`src/sv/b64u_pkg.sv`:
```
package b64u_pkg;

  localparam int unsigned ALPHA_UPPER_END = 26;
  localparam int unsigned ALPHA_LOWER_END = 52;
  localparam int unsigned ALPHA_DIGIT_END = 62;
  localparam logic [5:0] IDX_DASH       = 6'd62;
  localparam logic [5:0] IDX_UNDERSCORE = 6'd63;
  localparam logic [5:0] SEXTET_MASK    = 6'h3F;

  localparam logic [0:0] DIR_ENCODE = 1'b0;
  localparam logic [0:0] DIR_DECODE = 1'b1;

  // One unit of work for the back end: a group of up to 24 bits and the
  // number of results (minus one) that it yields.
  typedef struct packed {
    logic [23:0] bits;
    logic [1:0]  cnt_m1;
    logic        enc;
    logic        err;
    logic        last;
  } job_t;

  // Six-bit index to alphabet character.
  function automatic logic [7:0] idx_to_char(input logic [5:0] idx);
    logic [7:0] c;
    if (idx < 6'(ALPHA_UPPER_END)) begin
      c = 8'("A") + {2'b00, idx};
    end else if (idx < 6'(ALPHA_LOWER_END)) begin
      c = 8'("a") + {2'b00, idx} - 8'(ALPHA_UPPER_END);
    end else if (idx < 6'(ALPHA_DIGIT_END)) begin
      c = 8'("0") + {2'b00, idx} - 8'(ALPHA_LOWER_END);
    end else if (idx == IDX_DASH) begin
      c = 8'("-");
    end else begin
      c = 8'("_");
    end
    return c;
  endfunction

  // Character to {valid, six-bit value}.
  function automatic logic [6:0] char_to_idx(input logic [7:0] c);
    logic [6:0] r;
    if (c >= 8'("A") && c <= 8'("Z")) begin
      r = {1'b1, 6'(c - 8'("A"))};
    end else if (c >= 8'("a") && c <= 8'("z")) begin
      r = {1'b1, 6'(c - 8'("a") + 8'(ALPHA_UPPER_END))};
    end else if (c >= 8'("0") && c <= 8'("9")) begin
      r = {1'b1, 6'(c - 8'("0") + 8'(ALPHA_LOWER_END))};
    end else if (c == 8'("-")) begin
      r = {1'b1, IDX_DASH};
    end else if (c == 8'("_")) begin
      r = {1'b1, IDX_UNDERSCORE};
    end else begin
      r = 7'd0;
    end
    return r;
  endfunction

endpackage

```
`src/sv/b64u_front.sv`:
```
module b64u_front (
  input  logic           clk,
  input  logic           rst_n,
  input  logic           cfg_we,
  input  logic           cfg_dir,
  input  logic           accept,
  input  logic [7:0]     in_byte,
  input  logic           in_last,
  output logic           direction,
  output logic           job_valid,
  output b64u_pkg::job_t job
);
  import b64u_pkg::*;

  logic        direction_r;
  logic [23:0] bits_r, bits_nxt;
  logic [1:0]  phase_r, phase_nxt;
  logic        err_seen_r, err_seen_nxt;

  logic [23:0] merged;
  logic [6:0]  cv;
  logic [2:0]  p1;

  assign direction = direction_r;

  always_comb begin
    bits_nxt     = bits_r;
    phase_nxt    = phase_r;
    err_seen_nxt = err_seen_r;
    job_valid    = 1'b0;
    job          = '0;
    merged       = bits_r;
    cv           = char_to_idx(in_byte);
    p1           = {1'b0, phase_r} + 3'd1;

    if (direction_r == DIR_ENCODE) begin
      case (phase_r)
        2'd0:    merged = bits_r | {in_byte, 16'd0};
        2'd1:    merged = bits_r | {8'd0, in_byte, 8'd0};
        default: merged = bits_r | {16'd0, in_byte};
      endcase
      // A phase of three cannot occur in encode mode; treat it as two.
      if (phase_r == 2'd3) begin
        p1 = 3'd3;
      end
      job.bits = merged;
      job.enc  = 1'b1;
      job.last = in_last;
      if (p1 == 3'd3) begin
        job_valid = 1'b1;
        job.cnt_m1 = 2'd3;
      end else if (in_last) begin
        job_valid  = 1'b1;
        job.cnt_m1 = p1[1:0];
      end
      if (job_valid) begin
        bits_nxt  = '0;
        phase_nxt = '0;
      end else begin
        bits_nxt  = merged;
        phase_nxt = p1[1:0];
      end
    end else begin
      case (phase_r)
        2'd0:    merged = bits_r | {cv[5:0], 18'd0};
        2'd1:    merged = bits_r | {6'd0, cv[5:0], 12'd0};
        2'd2:    merged = bits_r | {12'd0, cv[5:0], 6'd0};
        default: merged = bits_r | {18'd0, cv[5:0]};
      endcase
      job.bits = merged;
      job.last = in_last;
      if (err_seen_r) begin
        // The rest of a failed message is dropped up to its last item.
        if (in_last) begin
          err_seen_nxt = 1'b0;
          bits_nxt     = '0;
          phase_nxt    = '0;
        end
      end else if (!cv[6]) begin
        job_valid    = 1'b1;
        job.bits     = '0;
        job.err      = 1'b1;
        bits_nxt     = '0;
        phase_nxt    = '0;
        err_seen_nxt = !in_last;
      end else if (p1 == 3'd4) begin
        job_valid  = 1'b1;
        job.cnt_m1 = 2'd2;
        bits_nxt   = '0;
        phase_nxt  = '0;
      end else if (!in_last) begin
        bits_nxt  = merged;
        phase_nxt = p1[1:0];
      end else if (p1 == 3'd1) begin
        // A lone tail character cannot form a byte.
        job_valid = 1'b1;
        job.bits  = '0;
        job.err   = 1'b1;
        bits_nxt  = '0;
        phase_nxt = '0;
      end else begin
        job_valid  = 1'b1;
        job.cnt_m1 = 2'(p1 - 3'd2);
        bits_nxt   = '0;
        phase_nxt  = '0;
      end
    end
  end

  always_ff @(posedge clk) begin
    if (!rst_n) begin
      direction_r <= DIR_ENCODE;
      bits_r      <= '0;
      phase_r     <= '0;
      err_seen_r  <= 1'b0;
    end else if (cfg_we) begin
      direction_r <= cfg_dir;
      bits_r      <= '0;
      phase_r     <= '0;
      err_seen_r  <= 1'b0;
    end else if (accept) begin
      bits_r      <= bits_nxt;
      phase_r     <= phase_nxt;
      err_seen_r  <= err_seen_nxt;
    end
  end

endmodule

```
`src/sv/b64u_fifo.sv`:
```
module b64u_fifo #(
  parameter int unsigned DEPTH = 2
) (
  input  logic           clk,
  input  logic           rst_n,
  input  logic           push,
  input  b64u_pkg::job_t wr_job,
  output logic           full,
  input  logic           pop,
  output logic           empty,
  output b64u_pkg::job_t rd_job
);
  import b64u_pkg::*;

  localparam int unsigned PW = $clog2(DEPTH);
  localparam int unsigned CW = $clog2(DEPTH + 1);

  job_t          mem [DEPTH];
  logic [PW-1:0] wr_ptr_r, wr_ptr_nxt;
  logic [PW-1:0] rd_ptr_r, rd_ptr_nxt;
  logic [CW-1:0] count_r, count_nxt;

  assign full   = (count_r == CW'(DEPTH));
  assign empty  = (count_r == '0);
  assign rd_job = mem[rd_ptr_r];

  always_comb begin
    wr_ptr_nxt = wr_ptr_r;
    rd_ptr_nxt = rd_ptr_r;
    count_nxt  = count_r;
    if (push) begin
      wr_ptr_nxt = (wr_ptr_r == PW'(DEPTH - 1)) ? '0 : wr_ptr_r + PW'(1);
    end
    if (pop) begin
      rd_ptr_nxt = (rd_ptr_r == PW'(DEPTH - 1)) ? '0 : rd_ptr_r + PW'(1);
    end
    if (push && !pop) begin
      count_nxt = count_r + CW'(1);
    end else if (pop && !push) begin
      count_nxt = count_r - CW'(1);
    end
  end

  always_ff @(posedge clk) begin
    if (!rst_n) begin
      wr_ptr_r <= '0;
      rd_ptr_r <= '0;
      count_r  <= '0;
    end else begin
      wr_ptr_r <= wr_ptr_nxt;
      rd_ptr_r <= rd_ptr_nxt;
      count_r  <= count_nxt;
    end
  end

  always_ff @(posedge clk) begin
    if (push) begin
      mem[wr_ptr_r] <= wr_job;
    end
  end

endmodule

```
`src/sv/b64u_back.sv`:
```
module b64u_back (
  input  logic           clk,
  input  logic           rst_n,
  input  logic           q_empty,
  input  b64u_pkg::job_t q_job,
  output logic           q_pop,
  output logic           out_empty,
  input  logic           out_pop,
  output logic [7:0]     out_byte,
  output logic           out_error,
  output logic           out_last
);
  import b64u_pkg::*;

  job_t       job_r;
  logic       job_valid_r, job_valid_nxt;
  logic [1:0] k_r, k_nxt;
  logic       out_valid_r, out_valid_nxt;
  logic [7:0] out_byte_r;
  logic       out_error_r, out_last_r;

  logic       fire, done;
  logic [5:0] sextet;
  logic [7:0] octet, item_byte;

  assign done = (k_r == job_r.cnt_m1);
  assign fire = job_valid_r && (!out_valid_r || out_pop);

  always_comb begin
    case (k_r)
      2'd0:    sextet = job_r.bits[23:18];
      2'd1:    sextet = job_r.bits[17:12];
      2'd2:    sextet = job_r.bits[11:6];
      default: sextet = job_r.bits[5:0] & SEXTET_MASK;
    endcase
    case (k_r)
      2'd0:    octet = job_r.bits[23:16];
      2'd1:    octet = job_r.bits[15:8];
      default: octet = job_r.bits[7:0];
    endcase
    if (job_r.err) begin
      item_byte = 8'd0;
    end else if (job_r.enc) begin
      item_byte = idx_to_char(sextet);
    end else begin
      item_byte = octet;
    end
  end

  // A new job is loaded as soon as the current one hands off its final result.
  always_comb begin
    q_pop         = !q_empty && (!job_valid_r || (fire && done));
    job_valid_nxt = job_valid_r;
    k_nxt         = k_r;
    if (fire) begin
      k_nxt = k_r + 2'd1;
      if (done) begin
        job_valid_nxt = 1'b0;
      end
    end
    if (q_pop) begin
      job_valid_nxt = 1'b1;
      k_nxt         = 2'd0;
    end
    out_valid_nxt = out_valid_r;
    if (fire) begin
      out_valid_nxt = 1'b1;
    end else if (out_pop) begin
      out_valid_nxt = 1'b0;
    end
  end

  always_ff @(posedge clk) begin
    if (!rst_n) begin
      job_valid_r <= 1'b0;
      k_r         <= '0;
      out_valid_r <= 1'b0;
    end else begin
      job_valid_r <= job_valid_nxt;
      k_r         <= k_nxt;
      out_valid_r <= out_valid_nxt;
    end
  end

  always_ff @(posedge clk) begin
    if (q_pop) begin
      job_r <= q_job;
    end
    if (fire) begin
      out_byte_r  <= item_byte;
      out_error_r <= job_r.err;
      out_last_r  <= job_r.last && done;
    end
  end

  assign out_empty = !out_valid_r;
  assign out_byte  = out_byte_r;
  assign out_error = out_error_r;
  assign out_last  = out_last_r;

endmodule

```
`src/sv/base64url_codec.sv`:
```
// Streaming base64url codec without padding. Bit 0 of the register at address 0
// selects encode (0) or decode (1); any write to it discards a partly collected
// group and any pending error state. Items are accepted one per cycle while the
// internal job queue has room: the front end collects a group and queues one job
// per finished group, and the back end emits one result per cycle, when its
// output register is free or popped, from the oldest job into that register.
// Encoding thus sustains four characters per three bytes, set by the single
// result port; decoding sustains one character per cycle while results are popped.
// A group passes the job queue, job register and output register. A bad character
// yields one error result; the rest of its message is dropped up to its last item.
module base64url_codec #(
  parameter int unsigned QDEPTH = 2
) (
  input  logic        clk,
  input  logic        rst_n,
  input  logic        in_push,
  output logic        in_full,
  input  logic [7:0]  in_byte,
  input  logic        in_last,
  output logic        out_empty,
  input  logic        out_pop,
  output logic [7:0]  out_byte,
  output logic        out_error,
  output logic        out_last,
  input  logic        cfg_psel,
  input  logic        cfg_penable,
  input  logic        cfg_pwrite,
  input  logic [2:0]  cfg_paddr,
  input  logic [31:0] cfg_pwdata,
  output logic [31:0] cfg_prdata,
  output logic        cfg_pready
);
  import b64u_pkg::*;

  logic cfg_we, accept, direction;
  logic job_valid, q_full, q_empty, q_pop;
  job_t job, q_job;

  assign cfg_pready = 1'b1;
  assign cfg_we     = cfg_psel && cfg_penable && cfg_pwrite && (cfg_paddr[2] == 1'b0);
  assign cfg_prdata = (cfg_paddr[2] == 1'b0) ? {31'd0, direction} : 32'd0;

  assign in_full = q_full;
  assign accept  = in_push && !q_full;

  b64u_front u_front (
    .clk       (clk),
    .rst_n     (rst_n),
    .cfg_we    (cfg_we),
    .cfg_dir   (cfg_pwdata[0]),
    .accept    (accept),
    .in_byte   (in_byte),
    .in_last   (in_last),
    .direction (direction),
    .job_valid (job_valid),
    .job       (job)
  );

  b64u_fifo #(
    .DEPTH (QDEPTH)
  ) u_fifo (
    .clk    (clk),
    .rst_n  (rst_n),
    .push   (accept && job_valid),
    .wr_job (job),
    .full   (q_full),
    .pop    (q_pop),
    .empty  (q_empty),
    .rd_job (q_job)
  );

  b64u_back u_back (
    .clk       (clk),
    .rst_n     (rst_n),
    .q_empty   (q_empty),
    .q_job     (q_job),
    .q_pop     (q_pop),
    .out_empty (out_empty),
    .out_pop   (out_pop),
    .out_byte  (out_byte),
    .out_error (out_error),
    .out_last  (out_last)
  );

endmodule
```
`config.mk`:
```
export PLATFORM = sky130hd
export DESIGN_NAME = base64url_codec
export DESIGN_NICKNAME = d
export VERILOG_FILES = /design/src/sv/b64u_pkg.sv /design/src/sv/b64u_front.sv /design/src/sv/b64u_fifo.sv /design/src/sv/b64u_back.sv /design/src/sv/base64url_codec.sv
export SDC_FILE = /design/constraint.sdc
export NUM_CORES = 1
export LEC_CHECK = 0
export BUFFER_PORTS_ARGS = -buffer_cell sky130_fd_sc_hd__buf_2
export CAP_MARGIN = 20
export CORE_ASPECT_RATIO = 0.5
export CORE_MARGIN = 2
export CORE_UTILIZATION = 35
export CTS_CLUSTER_DIAMETER = 30
export DETAILED_ROUTE_END_ITERATION = 10
export GPL_TIMING_DRIVEN = 0
export PLACE_DENSITY_LB_ADDON = 0.25
export REMOVE_ABC_BUFFERS = 1
export SLEW_MARGIN = 5
export SYNTH_ARGS = -nofsm -noshare
export SYNTH_HDL_FRONTEND = slang
export SYNTH_SLANG_ARGS = --single-unit
```
`constraint.sdc`:
```
create_clock -name clk -period 4.05 [get_ports clk]
set_clock_uncertainty 0.1 [all_clocks]
set_input_delay 0.405 -clock clk [delete_from_list [all_inputs] [get_ports clk]]
set_output_delay 0.405 -clock clk [all_outputs]
set_load 0.005 [all_outputs]
```
Word-level counts from Yosys, hierarchy flattened
Memory sizes are Yosys's and may differ from the RTL's. A register that Yosys moved wholly into a read port is not among the register bits. Index checks and enable logic that the tools add are counted. Widths: inputs -> output; s select.

Mux-type cells: 70. $add $sub $neg: 17. Bitwise operators: 9. Equal/unequal tests: 14. Magnitude comparators: 9. Reduce and logical (&&, ||, !) cells: 35.

Operators with widths (number): $mux 24 (10); $mux 26 (3); $pmux 24 s3 (1); $or 24x24->24 (2); $pmux 24 s2 (1); $mux 7 (6); $mux 8 (4); $mux 2 (14); $mux 1 (27); $or 24x12->24 (1); $or 24x16->24 (1); $or 24x18->24 (1); $or 24x6->24 (1); $or 24x8->24 (1); $pmux 6 s3 (1); $add 7x6->8 const A (2); $ge 8x7->1 const B (2); $le 8x7->1 const B (2); $pmux 8 s2 (1); $logic_and 1x1->1 (14); $lt 6x6->1 const B (2); $sub 6x6->6 const B (2); $eq 2x2->1 const B (4); $eq 8x6->1 const B (1); other kinds (30) (50).

Logic and storage cells: 168. RAM bits: 58. Output and inout port bits: 45. Register bits: 46. Bits of input ports: 51. Memories: 1.

Memories: u_fifo.mem (depth 2, width 29, read ports 1, clocked after memory_dff 1, wr ports 1, line b64u_fifo.sv:18) `job_t mem [DEPTH];`.

Longest topological paths before layout
Gate-level depths: netlist of the first run.

Depth after elaboration: 14. Mapped depth: 15. Gate-level depth less buffers: 13.

By module
From an unflattened synthesis of the first run, not the netlist that was laid out.

Cell total of the unflattened synthesis: 714. Area total of the unflattened synthesis: 7616.1 um^2.

By module, submodules not included: b64u_front (instances 1, area an instance 2886.5 um^2, seq. area each 560.5 um^2, cells each 389); b64u_fifo (instances 1, area an instance 2308.5 um^2, seq. area each 1841.8 um^2, cells each 112); b64u_back (instances 1, area an instance 2139.6 um^2, seq. area each 1251.2 um^2, cells each 175); base64url_codec (instances 1, area an instance 281.5 um^2, seq. area each 0.0 um^2, cells each 38).

Worst setup path after synthesis of the first run
OpenSTA, ideal clock, no wires.

Kind: flip-flop to flip-flop. From: register, netlist name u_back.job_r[4]. To: register u_fifo.count_r[1]. Library setup time: 0.070 ns. Arrival: 3.269 ns. Setup slack: 0.611 ns. Cell stages (with the launch flop): 9. Clock period less this slack: 3.439 ns. Path buffers: 0. Data required time: 3.880 ns. Cells stage by stage: edfxtp_1 > xor2_1 > nor2_1 > nand2_1 > a21oi_1 > inv_1 > ha_1 > or3_1 > a21oi_1.

Longest elaborated chain between the ends: 7. Elaborated cells between the ends (all ways): 9. Those cells by class: eq/ne: 1; mux: 1; reduce/logical: 7.

RTL lines: $eq 2x2->1 * (line b64u_back.sv:26) `assign done = (k_r == job_r.cnt_m1);`; $logic_and 1x1->1 * (line b64u_back.sv:52) `q_pop = !q_empty && (!job_valid_r || (fire && done));`; $logic_or 1x1->1 * (line b64u_back.sv:52); $logic_and 1x1->1 * (line b64u_back.sv:52); via q_pop (line base64url_codec.sv:36) `logic job_valid, q_full, q_empty, q_pop;`; $logic_not 1->1 (line b64u_fifo.sv:37) `if (push && !pop) begin`; $logic_and 1x1->1 (line b64u_fifo.sv:37); $mux 2 / $reduce_bool 2->1 (equally long branches); end signal: assignment (line b64u_fifo.sv:52) `count_r <= count_nxt;`; end: declaration (line b64u_fifo.sv:21) `logic [CW-1:0] count_r, count_nxt;`.

Mark *: on every way through the listed nets, which the timed path passes. The rest lies on a longest branch. A chain may end at the register's enable or synchronous reset.

Worst setup path in the final report of the first run
From: register u_back.k_r[0]. To: register u_back.out_byte_r[2] (netlist: u_back.out_byte[2]), data pin.

Longest elaborated chain between the ends: 8. Elaborated cells between the ends (all ways): 17. Those cells by class: add/sub: 5; order compare: 3; eq/ne: 2; mux: 6; reduce/logical: 1.

RTL lines: start: declaration (line b64u_back.sv:17) `logic [1:0] k_r, k_nxt;`; start signal: assignment (line b64u_back.sv:80) `k_r <= k_nxt;`; $eq 2x2->1, or another cell as far along (line b64u_back.sv:30) `case (k_r)`; $pmux 6 s3 (line b64u_back.sv:30); $add 6x6->7 (line b64u_pkg.sv:31) `c = 8'("0") + {2'b00, idx} - 8'(ALPHA_LOWER_END);`; $sub 8x6->8 (line b64u_pkg.sv:31); $mux 8 (line b64u_pkg.sv:30) `end else if (idx < 6'(ALPHA_DIGIT_END)) begin`; $mux 8 (line b64u_pkg.sv:28) `end else if (idx < 6'(ALPHA_LOWER_END)) begin`; $mux 8 (line b64u_pkg.sv:26) `if (idx < 6'(ALPHA_UPPER_END)) begin`; $mux 8 * (line b64u_back.sv:43) `end else if (job_r.enc) begin`; end signal: assignment (line b64u_back.sv:90) `out_byte_r <= item_byte;`; end: declaration (line b64u_back.sv:19) `logic [7:0] out_byte_r;`.

Mark *: on every way between the ends. The rest lies on a longest branch, timed or not.

==> flow_summary.yaml, run 1 <==
setup_path:
  cp_num_buf_inv: 3
  cp.depth: 14
  end_kind: "flip-flop"
  crit_chain: "inv_1 -> ha_1 -> a222oi_1 -> buf_4 -> nand2_1 -> a21boi_0 -> ha_1 -> a211o_1 -> o221a_2 -> a21oi_4 -> buf_4 -> a311oi_1 -> a211o_1 -> a311oi_1"
  reg2reg_to: "u_back.out_byte[2]"
  critPathKind: "reg2reg"
  crit_slowest_cell: "dfxtp_1"
  start_kind: "flip-flop"
  cpPeakStageDelay_ns: 0.41
  r2r-start: "u_back.k_r[0]"
  critPathArrivalTime_ns: 3.96
  r2r_setup_slack_ns: 0.20
  worst-path-max-fanout: 9
  critical-path-top-delay-family: "compound AO/OA/AOI/OAI gates"
  required_ns: 4.16
  worst-r2r-cell-count: 14
synthesis:
  syn_inst: 761
  synth_top_family_by_area: "compound AO/OA/AOI/OAI gates"
  ys.flop_type: "edfxtp_1"
  synth-simple-area-share: 0.125
  synthXorXnorAreaFrac: 0.0123
  ys_warn_count: 0
  synthDistinctLibCells: 76
  synth_largest_area_cell: "edfxtp_1"
  synth.area.top_cells: "edfxtp_1 (37%), dfxtp_1 (9.2%), ha_1 (4.6%)"
  ys_ff_latch: 133
  synth_fa_ha_area_frac: 0.0464
  yosysTopAreaCellShare: 0.372
  synth_most_common_cell: "edfxtp_1"
  async_reset_ff_frac: 0
  synth_compound_area_frac: 0.224
  muxShareOfSynthArea: 0.0521
  synth_edf_count: 97
  syn_area_per_cell_sq_um: 10.3
  yosys-top-cells-count: "edfxtp_1 (97), a21oi_1 (57), nand2_1 (44)"
  syn_area_sq_um: 7820
  seq_area_frac_synth: 0.464
cells_and_area:
  seqCellArea_sq_um: 3630
  multiInputGateArea_sq_um: 3740
  area_delta_synth_final_pct: 12.4
  drive_above_1_share: 0.172
  finalNetCount: 854
  antennaDiodeCount: 0
  final.fill_count: 2086
  final_core_util: 0.404
die:
  core_sq_um: 21800
  start_util: 0.359
  num_rows: 38
  pin_count: 96
  die_h_um: 110
  die_w_um: 215
  die_area_sq_um: 23600
pwr:
  p_leak_nw: 3.28
  power_frac_seq: 0.360
  p_int_mw: 3.75
  ir_drop_mv: 0.398
  p_sw_mw: 2.15
  power_density_nw_per_um2: 671
  p_total_mw: 5.90
  comb_power_share: 0.379
  swShare: 0.365
  p_clk_frac: 0.260
clocking:
  cts_buffer_depth: 2
  root_buffer: "clkbuf_16"
  cts_made_buffers: 17
  cts.sinks: 133
  clkTransAtPathRegs_ns: 0.07
  cts-htree-levels: 4
  post_cts_hold_buffer_count: 0
  clk_latency_ns: 0.41
  cts_tree: "yes"
placed_design:
  place_worst_setup_slack_ns: -0.152
  gp_congestion: 0.907
  hpwl_um: 13900
  io_buffers: 30
route:
  detail-route-antenna-nets: 0
  dr.pass1.iters: 8
  drc: 0
  viasPerCell: 5.62
  drt_first_iter_violations: 494
  wl_um: 20400
  vias: 6104
  wl_per_cell_um: 18.8
sta:
  post-route-period-util: 0.951
  hold_viol: 0
  timing.fmax_mhz: 260
  drv_slew: 0
  rsz0062_at_grt: "no"
  fin_crit_ns: 3.85
  tightestPinTransition_ns: 1.02
  relSlewSlack: 0.320
  finalSetupViolations: 0
  setup_slack_ns: 0.197
job:
  drv_cap: 0
global_routing:
  grt_first_pass_wirelength_um: 32000
  antenna_found_initial: 0
  gr-total-overflow: 0
  grt_pass1_vias: 5688
  grt_max_degree: 39
  grt_usage: 0.176
hold_path:
  whs_path_depth: 3
  worstHoldEndpoint: "u_front.direction"
  worstHoldStart: "cfg_pwdata[0]"
  hold_path_class: "in2reg"
status:
  status: "completed"
-- metrics by stage --
stage               instance area (sq um)  TNS, ns  hold slack, ns  cells
floorplan                            7480        0           0.330    711
global placement                     8010    -2.30           0.344   1041
detailed placement                   8100   -0.509           0.350   1045
CTS                                  8720        0           0.112   1080
global route                         8800        0           0.153   1087
finish                               8800        0           0.120   1087
-- power by group through the flow --
stage	registers [mW]	clock network, mW	logic, mW
floorplan	2.08	0	1.49
global placement	2.16	0	1.98
detailed placement	2.15	0	2.09
CTS	2.12	1.56	2.13
global route	2.17	1.63	2.46
finish	2.13	1.54	2.24
-- state kept, by name (all words and copies together), names as in the netlist --
name / cells
u_fifo.rd_ptr_r: 1
u_back.out_error: 1
u_fifo.count_r: 2
u_fifo.mem: 58
u_back.out_byte: 8
u_back.job_r: 29
u_front.direction: 1
u_back.out_last: 1
u_front.phase_r: 2
u_back.out_valid_r: 1
u_front.err_seen_r: 1
u_back.job_valid_r: 1
u_back.k_r: 2
u_fifo.wr_ptr_r: 1
u_front.bits_r: 24
-- cell usage in the layout, fill, tap and decap left out, types with 6 or more instances in the layout --
| master | netlist | final |
|---|---|---|
| ha_1 | 29 | 26 |
| o21ai_0 | 35 | 35 |
| nand2b_1 | 12 | 12 |
| a31oi_1 | 21 | 21 |
| nor3_1 | 11 | 10 |
| clkbuf_16 | 0 | 17 |
| nor2b_1 | 11 | 11 |
| o211ai_1 | 6 | 6 |
| a21o_1 | 10 | 10 |
| and3_1 | 12 | 11 |
| edfxtp_1 | 97 | 97 |
| a221o_1 | 8 | 8 |
| mux2_2 | 30 | 30 |
| a211oi_1 | 6 | 6 |
| buf_4 | 32 | 9 |
| mux2i_1 | 7 | 7 |
| xor2_1 | 6 | 6 |
| a21oi_1 | 57 | 55 |
| buf_2 | 12 | 30 |
| inv_1 | 36 | 36 |
| o22ai_1 | 12 | 12 |
| and2_1 | 12 | 12 |
| nor2_1 | 31 | 31 |
| a221oi_1 | 8 | 8 |
| dfxtp_1 | 36 | 35 |
| nand3_1 | 26 | 26 |
| nand2_1 | 44 | 44 |
| o221ai_1 | 10 | 10 |
| conb_1 | 2 | 32 |
-- layout make-up --
class | count | share of cell area
clock buffers | 17 | 0.0484
well taps | 300 | 0.0427
multi-input cells | 542 | 0.426
repair buffers | 44 | 0.0354
inverters | 36 | 0.0154
clock inverters | 15 | 0.0192
flip-flops and latches | 133 | 0.413
-- layer usage --
metal | vias to the layer above | share of wire | GRT usage
met2 | 251 | 0.45 | 0.274
li1 | 2865 | - | -
met3 | 32 | 0.061 | 0.0268
met5 | - | 0 | 0
met1 | 2956 | 0.47 | 0.247
met4 | 0 | 0.017 | 0.0739
-- worst register-to-register path, cell delays in order, from the launching register on --
cell      delay [ns]
dfxtp_1         0.41
inv_1           0.12
ha_1            0.30
a222oi_1        0.34
buf_4           0.18
nand2_1         0.04
a21boi_0        0.17
ha_1            0.36
a211o_1         0.27
o221a_2         0.27
a21oi_4         0.24
buf_4           0.20
a311oi_1        0.05
a211o_1         0.30
a311oi_1        0.32
-- how the worst max path moves through the flow --
| stage | startpoint | slack, ns | to |
|---|---|---|---|
| after floorplan | u_back.k_r[0] | 0.53 | u_back.out_byte[3] |
| after global placement | u_front.phase_r[1] | -0.08 | u_fifo.mem[1][14] |
| after detailed placement | u_back.k_r[0] | -0.15 | u_back.out_byte[3] |
| after CTS | u_back.k_r[0] | 0.04 | u_back.out_byte[3] |
| after global routing | u_back.k_r[0] | 0.003 | u_back.out_byte[2] |
| final | u_back.k_r[0] | 0.20 | u_back.out_byte[2] |
-- logic make-up after synthesis --
kind of cell / after synthesis
AO/OA/AOI/OAI: 247
buffers and inverters: 116
adder cells (fa/ha/maj): 29
other: 2
flip-flops: 133
multiplexers: 37
AND/OR/NAND/NOR: 186
XOR/XNOR: 11
-- repair_timing --
item	CTS	global route
endpoints found under the setup margin	7	8
gates resized for setup	1	3
setup buffers	3	5
pin swaps	2	2
endpoints found under the hold margin	0	0
Note: power is estimated with default switching activity, not from simulation.
==> inputs of run 2 (changes only) <==
--- a/config.mk
+++ b/config.mk
@@ -10,11 +10,13 @@
 export CORE_ASPECT_RATIO = 0.5
 export CORE_MARGIN = 2
 export CORE_UTILIZATION = 35
+export CTS_BUF_LIST = sky130_fd_sc_hd__clkbuf_8 sky130_fd_sc_hd__clkbuf_16
 export CTS_CLUSTER_DIAMETER = 30
 export DETAILED_ROUTE_END_ITERATION = 10
 export GPL_TIMING_DRIVEN = 0
-export PLACE_DENSITY_LB_ADDON = 0.25
+export PLACE_DENSITY = 0.53
 export REMOVE_ABC_BUFFERS = 1
+export SKIP_CTS_REPAIR_TIMING = 1
 export SLEW_MARGIN = 5
 export SYNTH_ARGS = -nofsm -noshare
 export SYNTH_HDL_FRONTEND = slang
==> run 2 against run 1 <==
Against the previous run:
- setup slack better by 0.057 ns
- final area up 0.17%
- clock power about the same
- largest cell class unchanged
- via count decreased by 0.38%
==> flow_summary.yaml, run 2 (same netlist as run 1, synthesis figures left out) <==
hold_path:
  worstHoldStart: "cfg_pwdata[0]"
  whs_path_depth: 3
  hold_path_class: "in2reg"
  worstHoldEndpoint: "u_front.direction"
global_routing:
  gr-total-overflow: 0
  grt_max_degree: 39
  grt_first_pass_wirelength_um: 32200
  grt_usage: 0.177
  antenna_found_initial: 0
  grt_pass1_vias: 5746
sta:
  tightestPinTransition_ns: 0.994
  rsz0062_at_grt: "no"
  hold_viol: 0
  tns_ns: 0
  post-route-period-util: 0.937
  finalSetupViolations: 0
  fin_hold_ws_ns: 0.127
  drv_slew: 0
  fin_crit_ns: 3.80
  setup_slack_ns: 0.255
  relSlewSlack: 0.334
  timing.fmax_mhz: 263
setup_path:
  reg2reg_to: "u_fifo.mem[1][17]"
  worst-r2r-cell-count: 8
  r2r_setup_slack_ns: 0.25
  cp_num_buf_inv: 1
  critical-path-top-delay-family: "compound AO/OA/AOI/OAI gates"
  worst-path-max-fanout: 22
  crit_chain: "inv_1 -> ha_1 -> nor2b_1 -> nand2_1 -> o21a_1 -> o31a_1 -> a21oi_2 -> o21ai_0"
  crit_slowest_cell: "ha_1"
  end_kind: "flip-flop"
  r2r-start: "u_front.phase_r[1]"
  start_kind: "flip-flop"
  cpPeakStageDelay_ns: 0.72
  required_ns: 4.05
  critPathKind: "reg2reg"
  critPathArrivalTime_ns: 3.79
pwr:
  p_int_mw: 3.82
  p_total_mw: 5.92
  comb_power_share: 0.379
  p_clk_frac: 0.263
  p_leak_nw: 3.28
  power_density_nw_per_um2: 672
  power_frac_seq: 0.358
  p_sw_mw: 2.10
  ir_drop_mv: 0.306
  swShare: 0.355
cells_and_area:
  area_delta_synth_final_pct: 12.6
  largest_registers: "u_fifo.mem x58, u_back.job_r x29, u_front.bits_r x24"
  largest_register_ffs: 58
  final_common_cell: "edfxtp_1"
  mostFrequentLayoutCells: "edfxtp_1 (97), a21oi_1 (55), nand2_1 (44), inv_1 (37)"
  drive_above_1_share: 0.173
  final_core_util: 0.405
  final.fill_count: 2119
  regMostFlops: "u_fifo.mem"
  seqCellArea_sq_um: 3630
  multiInputGateArea_sq_um: 3750
  design_area_sq_um: 8810
  fin_cells: 1088
  finalNetCount: 855
  antennaDiodeCount: 0
route:
  viasPerCell: 5.59
  wl_um: 20300
  dr.pass1.iters: 5
  drc: 0
  wl_per_cell_um: 18.7
  drt_first_iter_violations: 370
  vias: 6081
  detail-route-antenna-nets: 0
job:
  drv_cap: 0
die:
  core_sq_um: 21800
  die_h_um: 110
  die_w_um: 215
  die_area_sq_um: 23600
  pin_count: 96
  num_rows: 38
  start_util: 0.359
clocking:
  cts.sinks: 133
  cts-htree-levels: 4
  root_buffer: "clkbuf_16"
  cts_tree: "yes"
  clk_latency_ns: 0.42
  cts_made_buffers: 17
  cts_buffer_depth: 2
  clkTransAtPathRegs_ns: 0.06
placed_design:
  dpl_cell_area_sq_um: 8090
  gp_congestion: 0.855
  place_inst: 1044
  io_buffers: 30
  place_worst_setup_slack_ns: -0.213
  hpwl_um: 13900
status:
  status: "completed"
## run 2: cell types whose count changed in the layout (fill, tap and decap cells not counted), sizes merged
cell	delta
buf	+2
bufinv	+1
clkinv	+2
clkinvlp	+1
inv	-5
## run 2: tightest hold or removal path, delay by kind of cell
kind                   cells  cell delay, ns
AND/OR/NAND/NOR            1            0.07
multiplexers               1            0.05
buffers and inverters      1            0.08
## run 2: area by class of cell
class | count | area share
well taps | 300 | 0.0426
multi-input cells | 542 | 0.425
clock inverters | 14 | 0.0183
repair buffers | 45 | 0.0359
inverters | 36 | 0.0153
flip-flops and latches | 133 | 0.413
clock buffers | 18 | 0.0498
## run 2: per-layer routing
layer / part of all wire / track usage / vias to the layer above
met1: 0.47 / 0.241 / 2954
met3: 0.064 / 0.0426 / 25
met4: 0.018 / 0.0650 / 0
met2: 0.45 / 0.278 / 239
met5: 0 / 0 / -
li1: - / - / 2863
## run 2: worst max-delay path by stage
| stage | start | to | slack (ns) | cells past startpoint |
|---|---|---|---|---|
| after floorplan | u_back.k_r[0] | u_back.out_byte[3] | 0.53 | 12 |
| after global placement | u_back.k_r[1] | u_back.out_byte[3] | -0.17 | 11 |
| after detailed placement | u_back.k_r[1] | u_back.out_byte[3] | -0.21 | 11 |
| after global routing | u_back.k_r[0] | u_back.out_byte[2] | 0.008 | 15 |
| final | u_front.phase_r[1] | u_fifo.mem[1][17] | 0.25 | 8 |
| after CTS | u_back.k_r[1] | u_back.out_byte[3] | -0.26 | 11 |
## run 2: power groups by stage
stage	clock network (mW)	logic (mW)	registers, mW
after CTS	1.58	2.10	2.12
after floorplan	0	1.49	2.08
after global placement	0	2.00	2.15
after global routing	1.64	2.48	2.16
final	1.56	2.24	2.12
after detailed placement	0	2.09	2.15
